`src/mroo_pkg.sv`:
```
package mroo_pkg;

   localparam int MAX_COLS = 64;
   localparam int MAX_ROWS = 64;
   localparam int COL_W    = $clog2(MAX_COLS);
   localparam int HGT_W    = $clog2(MAX_ROWS + 1);
   localparam int CNT_W    = $clog2(MAX_COLS + 1);
   localparam int AREA_W   = 13;
   localparam int CSR_W    = 7;
   localparam logic [AREA_W-1:0] AREA_CAP = {AREA_W{1'b1}};
   localparam logic [CSR_W-1:0]  COL_RESET = CSR_W'(MAX_COLS);

   typedef struct packed {
      logic filled;
      logic last;
   } item_type;

   typedef struct packed {
      logic [COL_W-1:0] left;
      logic [HGT_W-1:0] height;
   } stk_entry_type;

   typedef enum logic [2:0] {
      S_IDLE,
      S_HREAD,
      S_SCAN,
      S_SWAIT,
      S_FWAIT,
      S_FLUSH
   } state_type;

endpackage

```
`src/mroo_ram.sv`:
```
module mroo_ram #(
   parameter int WIDTH = 8,
   parameter int DEPTH = 64
) (
   input  logic                     clock,
   input  logic                     wr_en,
   input  logic [$clog2(DEPTH)-1:0] wr_addr,
   input  logic [WIDTH-1:0]         wr_data,
   input  logic [$clog2(DEPTH)-1:0] rd_addr,
   output logic [WIDTH-1:0]         rd_data
);

   logic [WIDTH-1:0] mem_ff [DEPTH];
   logic [WIDTH-1:0] rd_data_ff;

   always_ff @(posedge clock) begin
      if (wr_en) begin
         mem_ff[wr_addr] <= wr_data;
      end
      rd_data_ff <= mem_ff[rd_addr];
   end

   assign rd_data = rd_data_ff;

endmodule

```
`src/mroo_front.sv`:
```
module mroo_front import mroo_pkg::*; (
   input  logic     clock,
   input  logic     reset,
   input  logic     req_valid,
   output logic     req_stall,
   input  item_type req_item,
   output logic     q_valid,
   output item_type q_item,
   input  logic     q_pop
);

   item_type   buf_ff [2];
   logic       wr_ptr_ff;
   logic       rd_ptr_ff;
   logic [1:0] count_ff;
   logic       push;

   assign req_stall = (count_ff == 2'd2);
   assign push      = req_valid && !req_stall;
   assign q_valid   = (count_ff != 2'd0);
   assign q_item    = buf_ff[rd_ptr_ff];

   always_ff @(posedge clock) begin
      if (push) begin
         buf_ff[wr_ptr_ff] <= req_item;
      end
      if (reset) begin
         wr_ptr_ff <= 1'b0;
         rd_ptr_ff <= 1'b0;
         count_ff  <= 2'd0;
      end else begin
         if (push) begin
            wr_ptr_ff <= !wr_ptr_ff;
         end
         if (q_pop) begin
            rd_ptr_ff <= !rd_ptr_ff;
         end
         count_ff <= count_ff + 2'(push) - 2'(q_pop);
      end
   end

endmodule

```
`src/mroo_back.sv`:
```
module mroo_back import mroo_pkg::*; (
   input  logic              clock,
   input  logic              reset,
   input  logic              q_valid,
   input  item_type          q_item,
   output logic              q_pop,
   input  logic [CSR_W-1:0]  col_count,
   output logic              rsp_valid,
   input  logic              rsp_stall,
   output logic [AREA_W-1:0] rsp_max_area
);

   state_type           state_ff, state_in;
   logic [COL_W-1:0]    pos_ff, pos_in;
   logic [HGT_W-1:0]    h_ff, h_in;
   logic [COL_W-1:0]    left_ff, left_in;
   logic [CNT_W-1:0]    fill_ff, fill_in;
   logic [AREA_W-1:0]   best_ff, best_in;
   item_type            cur_ff, cur_in;
   logic [MAX_COLS-1:0] hvalid_ff, hvalid_in;
   logic                out_valid_ff, out_valid_in;
   logic [AREA_W-1:0]   out_area_ff, out_area_in;

   logic                h_wr;
   logic [HGT_W-1:0]    h_rd, h_old, h_new;
   logic                s_wr;
   stk_entry_type       s_wdata, s_top;
   logic [CNT_W-1:0]    wid, right;
   logic [CNT_W-1:0]    span;
   logic [2*CNT_W-1:0]  prod;
   logic [AREA_W-1:0]   area;
   logic                end_row;

   mroo_ram #(.WIDTH(HGT_W), .DEPTH(MAX_COLS)) u_heights (
      .clock   (clock),
      .wr_en   (h_wr),
      .wr_addr (pos_ff),
      .wr_data (h_new),
      .rd_addr (pos_ff),
      .rd_data (h_rd)
   );

   mroo_ram #(.WIDTH($bits(stk_entry_type)), .DEPTH(MAX_COLS)) u_stack (
      .clock   (clock),
      .wr_en   (s_wr),
      .wr_addr (fill_ff[COL_W-1:0]),
      .wr_data (s_wdata),
      .rd_addr (COL_W'(fill_ff - CNT_W'(1))),
      .rd_data (s_top)
   );

   always_comb begin
      if (col_count == '0) begin
         wid = CNT_W'(1);
      end else if (col_count > CSR_W'(MAX_COLS)) begin
         wid = CNT_W'(MAX_COLS);
      end else begin
         wid = CNT_W'(col_count);
      end
      end_row = cur_ff.last || (CNT_W'(pos_ff) + CNT_W'(1) >= wid);
      h_old   = hvalid_ff[pos_ff] ? h_rd : '0;
      if (!cur_ff.filled) begin
         h_new = '0;
      end else if (h_old < HGT_W'(MAX_ROWS)) begin
         h_new = h_old + HGT_W'(1);
      end else begin
         h_new = HGT_W'(MAX_ROWS);
      end
      right = (state_ff == S_FLUSH) ? CNT_W'(pos_ff) + CNT_W'(1) : CNT_W'(pos_ff);
      span  = right - CNT_W'(s_top.left);
      prod  = (2*CNT_W)'(s_top.height) * (2*CNT_W)'(span);
      area  = (prod > (2*CNT_W)'(AREA_CAP)) ? AREA_CAP : AREA_W'(prod);
   end

   always_comb begin
      state_in     = state_ff;
      pos_in       = pos_ff;
      h_in         = h_ff;
      left_in      = left_ff;
      fill_in      = fill_ff;
      best_in      = best_ff;
      cur_in       = cur_ff;
      hvalid_in    = hvalid_ff;
      out_area_in  = out_area_ff;
      out_valid_in = out_valid_ff && rsp_stall;
      q_pop        = 1'b0;
      h_wr         = 1'b0;
      s_wr         = 1'b0;
      s_wdata      = '{left: left_ff, height: h_ff};
      case (state_ff)
         S_IDLE: begin
            if (q_valid) begin
               q_pop    = 1'b1;
               cur_in   = q_item;
               state_in = S_HREAD;
            end
         end
         S_HREAD: begin
            h_wr              = 1'b1;
            hvalid_in[pos_ff] = 1'b1;
            h_in              = h_new;
            left_in           = pos_ff;
            state_in          = S_SCAN;
         end
         S_SCAN: begin
            if (fill_ff != '0 && s_top.height >= h_ff) begin
               if (area > best_ff) begin
                  best_in = area;
               end
               fill_in  = fill_ff - CNT_W'(1);
               left_in  = s_top.left;
               state_in = S_SWAIT;
            end else begin
               s_wr    = 1'b1;
               fill_in = fill_ff + CNT_W'(1);
               if (end_row) begin
                  state_in = S_FWAIT;
               end else begin
                  pos_in   = pos_ff + COL_W'(1);
                  state_in = S_IDLE;
               end
            end
         end
         S_SWAIT: begin
            state_in = S_SCAN;
         end
         S_FWAIT: begin
            state_in = S_FLUSH;
         end
         S_FLUSH: begin
            if (fill_ff != '0) begin
               if (area > best_ff) begin
                  best_in = area;
               end
               fill_in  = fill_ff - CNT_W'(1);
               state_in = S_FWAIT;
            end else if (!cur_ff.last) begin
               pos_in   = '0;
               state_in = S_IDLE;
            end else if (!(out_valid_ff && rsp_stall)) begin
               out_valid_in = 1'b1;
               out_area_in  = best_ff;
               best_in      = '0;
               hvalid_in    = '0;
               pos_in       = '0;
               state_in     = S_IDLE;
            end
         end
         default: begin
            state_in = S_IDLE;
         end
      endcase
   end

   always_ff @(posedge clock) begin
      h_ff        <= h_in;
      left_ff     <= left_in;
      cur_ff      <= cur_in;
      out_area_ff <= out_area_in;
      if (reset) begin
         state_ff     <= S_IDLE;
         pos_ff       <= '0;
         fill_ff      <= '0;
         best_ff      <= '0;
         hvalid_ff    <= '0;
         out_valid_ff <= 1'b0;
      end else begin
         state_ff     <= state_in;
         pos_ff       <= pos_in;
         fill_ff      <= fill_in;
         best_ff      <= best_in;
         hvalid_ff    <= hvalid_in;
         out_valid_ff <= out_valid_in;
      end
   end

   assign rsp_valid    = out_valid_ff;
   assign rsp_max_area = out_area_ff;

endmodule

```
`src/maximal_rectangle_of_ones_top.sv`:
```
// Finds the largest all-ones rectangle in a binary matrix fed one cell per item,
// in row-major order. The user must write the row width through csr_wr_en and
// csr_wr_data only while the block is idle; the block does not enforce it. A width
// of zero acts as one and widths above 64 act as 64. Each input item carries
// req_cell_req and req_last_cell and is accepted when req_valid is high and req_stall
// is low. A two-entry queue sits in front of the histogram engine, so items are taken
// while the engine works. Only the item marked last produces a result, rsp_max_area,
// held on the rsp_ channel until rsp_stall is low; all matrix state is cleared as
// the result is produced. Each cell passes through the height read and the stack
// scan, and every stack pop waits on the registered read of the stack memory; at row
// end the remaining stack entries are flushed the same way. The result is registered
// once the last cell's flush ends and any earlier result has been taken.
// If the receiver stalls, the engine holds at the end of the next matrix until the
// previous result has been taken.
// Reset is synchronous and active high; it empties the queue, clears the column
// heights and the best area, and sets the row width to 64.
module maximal_rectangle_of_ones_top import mroo_pkg::*; (
   input  logic              clock,
   input  logic              reset,
   input  logic              req_valid,
   output logic              req_stall,
   input  logic              req_cell_req,
   input  logic              req_last_cell,
   output logic              rsp_valid,
   input  logic              rsp_stall,
   output logic [AREA_W-1:0] rsp_max_area,
   input  logic              csr_wr_en,
   input  logic [CSR_W-1:0]  csr_wr_data
);

   logic [CSR_W-1:0] col_count_ff;
   item_type         req_item, q_item;
   logic             q_valid, q_pop;

   always_ff @(posedge clock) begin
      if (reset) begin
         col_count_ff <= COL_RESET;
      end else if (csr_wr_en) begin
         col_count_ff <= csr_wr_data;
      end
   end

   assign req_item = '{filled: req_cell_req, last: req_last_cell};

   mroo_front u_front (
      .clock     (clock),
      .reset     (reset),
      .req_valid (req_valid),
      .req_stall (req_stall),
      .req_item  (req_item),
      .q_valid   (q_valid),
      .q_item    (q_item),
      .q_pop     (q_pop)
   );

   mroo_back u_back (
      .clock        (clock),
      .reset        (reset),
      .q_valid      (q_valid),
      .q_item       (q_item),
      .q_pop        (q_pop),
      .col_count    (col_count_ff),
      .rsp_valid    (rsp_valid),
      .rsp_stall    (rsp_stall),
      .rsp_max_area (rsp_max_area)
   );

endmodule
```
`config.mk`:
```
export PLATFORM = sky130hd
export DESIGN_NAME = maximal_rectangle_of_ones_top
export DESIGN_NICKNAME = d
export VERILOG_FILES = /design/src/mroo_pkg.sv /design/src/mroo_ram.sv /design/src/mroo_front.sv /design/src/mroo_back.sv /design/src/maximal_rectangle_of_ones_top.sv
export SDC_FILE = /design/constraint.sdc
export NUM_CORES = 2
export LEC_CHECK = 0
export BUFFER_PORTS_ARGS = -buffer_cell sky130_fd_sc_hd__buf_2
export CAP_MARGIN = 20
export CORE_ASPECT_RATIO = 1.4
export CORE_MARGIN = 4
export CORE_UTILIZATION = 39
export CTS_CLUSTER_DIAMETER = 60
export CTS_CLUSTER_SIZE = 14
export DETAILED_ROUTE_END_ITERATION = 16
export SYNTH_ARGS = -nofsm -noshare
export SYNTH_HDL_FRONTEND = slang
export SYNTH_HIERARCHICAL = 1
export SYNTH_SLANG_ARGS = --single-unit
```
`constraint.sdc`:
```
create_clock -name clock -period 11.7 [get_ports clock]
set_input_delay 2.34 -clock clock [delete_from_list [all_inputs] [get_ports clock]]
set_output_delay 2.34 -clock clock [all_outputs]
set_load 0.05 [all_outputs]
```
[Word level (Yosys, flattened, before mapping)]
Memories as Yosys holds them, arrays and structs flattened. A register that Yosys moved wholly into a read port is not among the register bits.
Cells that the tools add are included.
W data, S select, Z words.
Storage, ports and cells
  output and inout bits: 15
  memory bits (read-only): 0
  register bits after elaboration: 131
  memories kept: 3
  bits in writable memories: 1284
  input port bits: 14
  latch bits: 0
  logic and storage cells: 131
Operators by class
  divide/modulo/power cells: 0
  reductions and logical operators: 24
  mux-type cells: 53
  eq/ne operators: 18
  shifts and indexed selects: 0
  multiply operators: 1
  add/subtract/negate cells: 8
  bitwise gates (word level): 3
  magnitude comparators: 8
Memories
  u_back.u_stack.mem_ff: words 64, width 13, rd ports 1, clocked after Yosys merged registers in 1, wr ports 1, RTL line mroo_ram.sv:13  | logic [WIDTH-1:0] mem_ff [DEPTH];
  u_back.u_heights.mem_ff: words 64, width 7, rd ports 1, clocked after Yosys merged registers in 1, wr ports 1, RTL line mroo_ram.sv:13
  u_front.buf_ff: words 2, width 2, rd ports 1, clocked after Yosys merged registers in 1, wr ports 1, RTL line mroo_front.sv:12  | item_type buf_ff [2];
Operators with widths (count)
  $mux W64: 3
  $pmux W64 S2: 1
  $mux W13: 6
  $or A64 B64 Y64: 1
  $mux W7: 8
  $mux W6: 6
  $pmux W13 S2: 1
  $pmux W6 S2: 2
  $mux W3: 6
  $mux W1: 16
  $pmux W3 S5: 1
  $add A7 B1 Y7 const B: 2
  $ge A7 B7 Y1: 2
  $gt A14 B13 Y1 const B: 1
  $mul A7 B7 Y14: 1
  $pmux W7 S2: 1
  $gt A13 B13 Y1: 1
  $ne A2 B2 Y1 const B: 6
  $reduce_and A4 Y1: 3
  $reduce_and A2 Y1: 4
  $reduce_bool A2 Y1: 4
  $add A6 B1 Y7 const B: 1
  $gt A7 B7 Y1 const B: 1
  $logic_not A7 Y1: 1
  other kinds (26): 36

[Logic depth before layout (Yosys ltp)]
  depth after elaboration: 10
  gate-level depth with buffers: 39
  depth with buffers taken out: 36

[Hierarchy]
The synthesis kept the hierarchy.
Modules (own cells, without submodules)
  mroo_ram at u_back.u_stack: area an instance 32344.8 µm², seq. area each 25244.2 µm², cells each 1402, times used 1
  mroo_ram at u_back.u_heights: area an instance 17635.7 µm², seq. area each 13593.0 µm², cells each 827, times used 1
  mroo_back: area an instance 7940.1 µm², seq. area each 2722.6 µm², cells each 887, times used 1
  mroo_front: area an instance 369.1 µm², seq. area each 220.2 µm², cells each 31, times used 1
  maximal_rectangle_of_ones_top: area an instance 251.5 µm², seq. area each 140.1 µm², cells each 22, times used 1

[Least setup slack after synthesis]
OpenSTA, ideal clock, no wires.
  path kind: reg2reg
  start point: register u_back.state_ff[1]
  end point: register u_back.best_ff[1]
  library setup time: 0.091 ns
  cell stages (with the launch flop): 39
  required time: 11.609 ns
  clock period less this slack: 8.063 ns
  arrival: 7.972 ns
  path buffers: 3
  setup slack: 3.637 ns
  path through: dfxtp_1 -> nand2b_1 -> nor2_1 -> inv_1 -> clkbuf_1 -> ha_1 -> inv_1 -> ha_1 -> fa_1 -> nor2b_1 -> o21ai_0 -> nand2b_1 -> a21o_1 -> a21oi_1 -> xor2_1 -> nand2_1 -> fa_1 -> fa_1 -> [3 not listed] -> fa_1 -> inv_1 -> ha_1 -> a21oi_1 -> nand2_1 -> o41ai_1 -> o22ai_1 -> a21o_1 -> clkbuf_1 -> nand2_1 -> ha_1 -> a211oi_1 -> nor2_1 -> o31ai_1 -> nand3_1 -> o211a_1 -> buf_2 -> a311oi_1
On the way
  word-level cells in the longest chain between the ends: 10
  elaborated cells between the ends (all ways): 17
  classes of those cells: 1 x add/sub; 1 x mul; 2 x order compare; 5 x eq/ne; 6 x mux; 2 x reduce/logical
Ends and longest elaborated chain
  start: declaration: RTL line mroo_back.sv:13  | state_type state_ff, state_in;
  start signal: assignment: RTL line mroo_back.sv:168  | state_ff <= state_in;
  $eq A3 B3 Y1: RTL line mroo_back.sv:69, mroo_back.sv:90
  $mux W7: RTL line mroo_back.sv:69  | right = (state_ff == S_FLUSH) ? CNT_W'(pos_ff) + CNT_W'(1) : CNT_W'(pos_ff);
  $sub A7 B6 Y7: RTL line mroo_back.sv:70  | span = right - CNT_W'(s_top.left);
  $mul A7 B7 Y14: RTL line mroo_back.sv:71  | prod = (2*CNT_W)'(s_top.height) * (2*CNT_W)'(span);
  $gt A14 B13 Y1: RTL line mroo_back.sv:72  | area = (prod > (2*CNT_W)'(AREA_CAP)) ? AREA_CAP : AREA_W'(prod);
  $mux W13: RTL line mroo_back.sv:72
  $gt A13 B13 Y1: RTL line mroo_back.sv:107, mroo_back.sv:132
  $mux W13: RTL line mroo_back.sv:107, mroo_back.sv:132
  $mux W13 (on tied branches): RTL line mroo_back.sv:131, mroo_back.sv:106
  $pmux W13 S2: RTL line mroo_back.sv:90  | case (state_ff)
  end signal: assignment: RTL line mroo_back.sv:171  | best_ff <= best_in;
  end: declaration: RTL line mroo_back.sv:18  | logic [AREA_W-1:0] best_ff, best_in;
Parallel ways exist; a longest one is shown, timed or not. The select of a mux whose other input is x is not followed.
A chain may end at the register's enable or synchronous reset.

[Worst setup path in the final report]
  start point: register u_back.state_ff[2]
  end point: register u_back.best_ff[10]
The elaborated chain is that of the path after synthesis.

==> out/qor.txt <==
Crit-path max FO -> 25
Area Growth Syn to Fin -> 10.01%
Tcrit/Tclk final -> 78.45%
Ys async rst share -> 0%
RSZ-0062 raised after global routing -> false
Critical Path Slowest Stage Cell -> o211a_1
Cells after Synth -> 3169
Post-synthesis mux area share -> 14.88%
Leading area contributor after synthesis -> edfxtp_1
CTS Buffer Depth -> 3
Final setup margin -> 2.522 ns
Post-CTS setup buffer count -> 0
Vias per cell -> 5.565
Post-placement cell area -> 0.06102 sq mm
# fillers -> 12890
Residual DRC -> 0
Routed length per instance -> 25.37 um
Synth area leaders -> edfxtp_1 67%, mux4_2 13%, dfxtp_1 4.3%
Main synth FF type -> edfxtp_1
CTS tree -> yes
Fmax -> 0.1090 GHz
Placer congestion estimate -> 0.7902
H-tree Lvls -> 3
Startpoint Class -> flip-flop
Cts hold-fix bufs -> 0
Critical Path Start -> u_back/state_ff[2]$_SDFFE_PP0P_
Worst endpoint required time -> 12.33 ns
Setup CP Type -> reg -> reg
Worst reg-to-reg path cell count -> 36
Core ar. -> 0.1495 sq mm
WL final -> 133000 um
DR iter-0 viols -> 2624
Seq/Total Area, Yosys -> 71.61%
PwrDens -> 237.1 mW/mm^2
Synthesized area -> 0.05854 sq mm
Most common cell on crit path -> inv_1
Reg2reg end -> u_back/best_ff[10]$_SDFFE_PP0P_
Buffers on Ports -> 28
Largest stage delay on the critical path -> 0.61 ns
Post-DP HPWL -> 80030 um
Hold Crit Class -> reg -> reg
CP endpoint -> u_back/best_ff[10]$_SDFFE_PP0P_
Site row count -> 168
Synth Warn # -> 6
Synthesized flop and latch total -> 1438
Largest family of logic cells by synthesized area -> multiplexers
Area share of the largest cell type after synthesis -> 67.30%
Ports -> 29
Die Width -> 335.4 um
Mean post-synth cell area -> 18.47 sq um
Worst rel slew slack -> 24.03%
Clk sinks -> 1438
Synth Area in Compound Gates -> 3.589%
EDFF count, synth -> 1312
Final hold slack -> 0.4622 ns
R2r startpoint -> u_back/state_ff[2]$_SDFFE_PP0P_
Post-route setup TNS -> 0 ns
Maximum Capacitance Violations -> 0
Vias -> 29177
Design area -> 0.06440 sq mm
Crit path DAT -> 9.80 ns
Pre-CTS WS -> 2.538 ns
Die height -> 466.4 um
Status -> complete, no violations
Layout Nets -> 3337
Clk pin slew, worst setup/hold paths -> 0.07 ns
Die footprint -> 0.1565 sq mm
XOR/XNOR share of the synthesized area -> 0.4788%
First-pass GRT wire length -> 199500 um
Post-synth net total -> 3280
Fin. max-slew vios -> 0
Clk_skew -> 0.04133 ns
Grt ovf -> 0
Minimum clock period -> 9.178 ns
Final Hold Viols -> 0
Vias in the first global route -> 29763
DR pass1 iterations -> 5
Leak -> 20.74 nW
Total power -> 15.27 mW
Adder-Cell Fraction of Synth Area -> 2.394%
Worst VDD drop -> 0.4162 mV
Hold_sp -> u_back/best_ff[5]$_SDFFE_PP0P_
Pin count of the biggest net entering global routing -> 108
Worst-Margin Slew -> 1.137 ns
Tot GR Track Use -> 17.00%
Initial antenna violation count -> 1
FF-to-FF setup slack -> 2.52 ns
Share of layout cells above drive strength 1 -> 20.58%
Worst-Skew Late Latency -> 0.72 ns
Critical Path Sink Type -> flip-flop
Root Buffer -> clkbuf_16
CTS Buf Count -> 116
Initial Util -> 39.17%
Final-report setup violation count -> 0
Post-CTS Resized -> 0
Simple-gate share of the synthesized area -> 5.003%
Netlist cell types -> 79
Final ANT Viol Nets -> 0
## area by class of cell
class	instances	area, sq um	share of cell area (%)
timing repair buffer	95	680.7	1.057
multi-input combinational	1493	15660	24.31
clock inverter	11	219.0	0.3400
clock buffer	165	3129	4.859
sequential	1438	41930	65.11
tap	1955	2446	3.798
antenna	4	10.01	0.01554
inverter	82	322.8	0.5013
## registers in the layout, summed over array words and instances (netlist names), 7 cells and up, named ones only
register / flops
u_back/u_stack/mem_ff: 832
u_back/u_heights/mem_ff: 448
u_back/hvalid_ff: 64
u_back/best_ff: 13
u_back/rsp_max_area: 13
u_back/u_stack/rd_data: 13
col_count_ff: 7
u_back/fill_ff: 7
u_back/h_ff: 7
u_back/u_heights/rd_data: 7
## critical path, delay by kind of cell (launching register included)
kind                     cells  cell delay, ns
AO/OA/AOI/OAI               12            2.87
XOR/XNOR                     1            0.41
adder cells (fa/ha/maj)      9            3.59
buffers and inverters        6            0.57
flip-flops                   1            0.44
AND/OR/NAND/NOR              8            1.22
## through the flow
step / instances / util [%]
after floorplan: 3169 / -
after global placement: 5059 / 40.82
after detailed placement: 5061 / 40.83
after CTS: 5237 / 43.07
after global routing: 5240 / 43.09
final: 5243 / 43.09
## Yosys cell counts (7+ instances only)
master / count
or2_2: 7
mux2i_1: 72
a21o_1: 8
o221ai_1: 24
a211oi_1: 19
or3_1: 11
buf_2: 47
buf_6: 16
o21ai_1: 12
dfxtp_1: 126
nor2_1: 285
o22ai_1: 16
o21ai_0: 35
o31ai_1: 17
nand2b_1: 27
a21oi_1: 112
ha_1: 72
mux4_2: 343
nand3b_1: 9
xnor2_1: 12
xor2_1: 20
clkbuf_1: 59
nor3_1: 21
buf_4: 24
edfxtp_1: 1312
nand4_1: 10
nand2_1: 83
and2_1: 32
mux2_2: 19
a311oi_1: 12
fa_1: 25
a22oi_1: 20
nand3_1: 29
inv_1: 79
nor2b_1: 47
and3_1: 8
nor3b_1: 7
## placed cells by master, fill, tap and decap left out, types with 12 or more instances in the layout
master	synthesis	final
a211oi_1	19	19
a21oi_1	112	112
a22oi_1	20	20
a311oi_1	12	12
and2_1	32	32
buf_2	47	30
buf_4	24	60
clkbuf_1	59	47
clkbuf_16	0	118
dfxtp_1	126	121
edfxtp_1	1312	1312
fa_1	25	25
ha_1	72	72
inv_1	79	77
mux2_2	19	19
mux2i_1	72	72
mux4_2	343	343
nand2_1	83	83
nand2b_1	27	27
nand3_1	29	29
nor2_1	285	239
nor2_2	0	43
nor2b_1	47	47
nor3_1	21	18
o21ai_0	35	35
o21ai_1	12	12
o221ai_1	24	24
o22ai_1	16	16
o31ai_1	17	17
xor2_1	20	17
## cell families after synthesis
| group | Yosys count |
|---|---|
| AOI/OAI and AO/OA | 323 |
| xor gates and xnor gates | 32 |
| adders and majority gates | 97 |
| buffers and inverters | 238 |
| DFF | 1438 |
| muxes | 436 |
| and+or+nand+nor | 605 |
## layer usage
metal / GRT usage [%] / part of all wire, %
met5: 0 / 0
met1: 22.09 / 40
met3: 2.041 / 4.6
met4: 5.720 / 3.1
met2: 29.71 / 52
## worst min path at each step
| stage | to | slack, ns | depth (start not counted) |
|---|---|---|---|
| after floorplan | u_back/hvalid_ff[25]$_SDFFE_PP0P_ | 0.43 | 2 |
| after global placement | u_back/hvalid_ff[15]$_SDFFE_PP0P_ | 0.44 | 2 |
| after detailed placement | u_back/rsp_max_area[5]$_DFFE_PP_ | 0.45 | 0 |
| after CTS | u_back/hvalid_ff[22]$_SDFFE_PP0P_ | 0.47 | 2 |
| after global routing | u_back/hvalid_ff[22]$_SDFFE_PP0P_ | 0.49 | 2 |
| final | u_back/rsp_max_area[5]$_DFFE_PP_ | 0.46 | 0 |
## report_power, final
| part | switching, mW | internal (mW) |
|---|---|---|
| sequential | 0.0880 | 5.92 |
| clock | 1.75 | 1.90 |
| combinational | 3.39 | 2.23 |
Note: power is estimated with default switching activity, not from simulation.
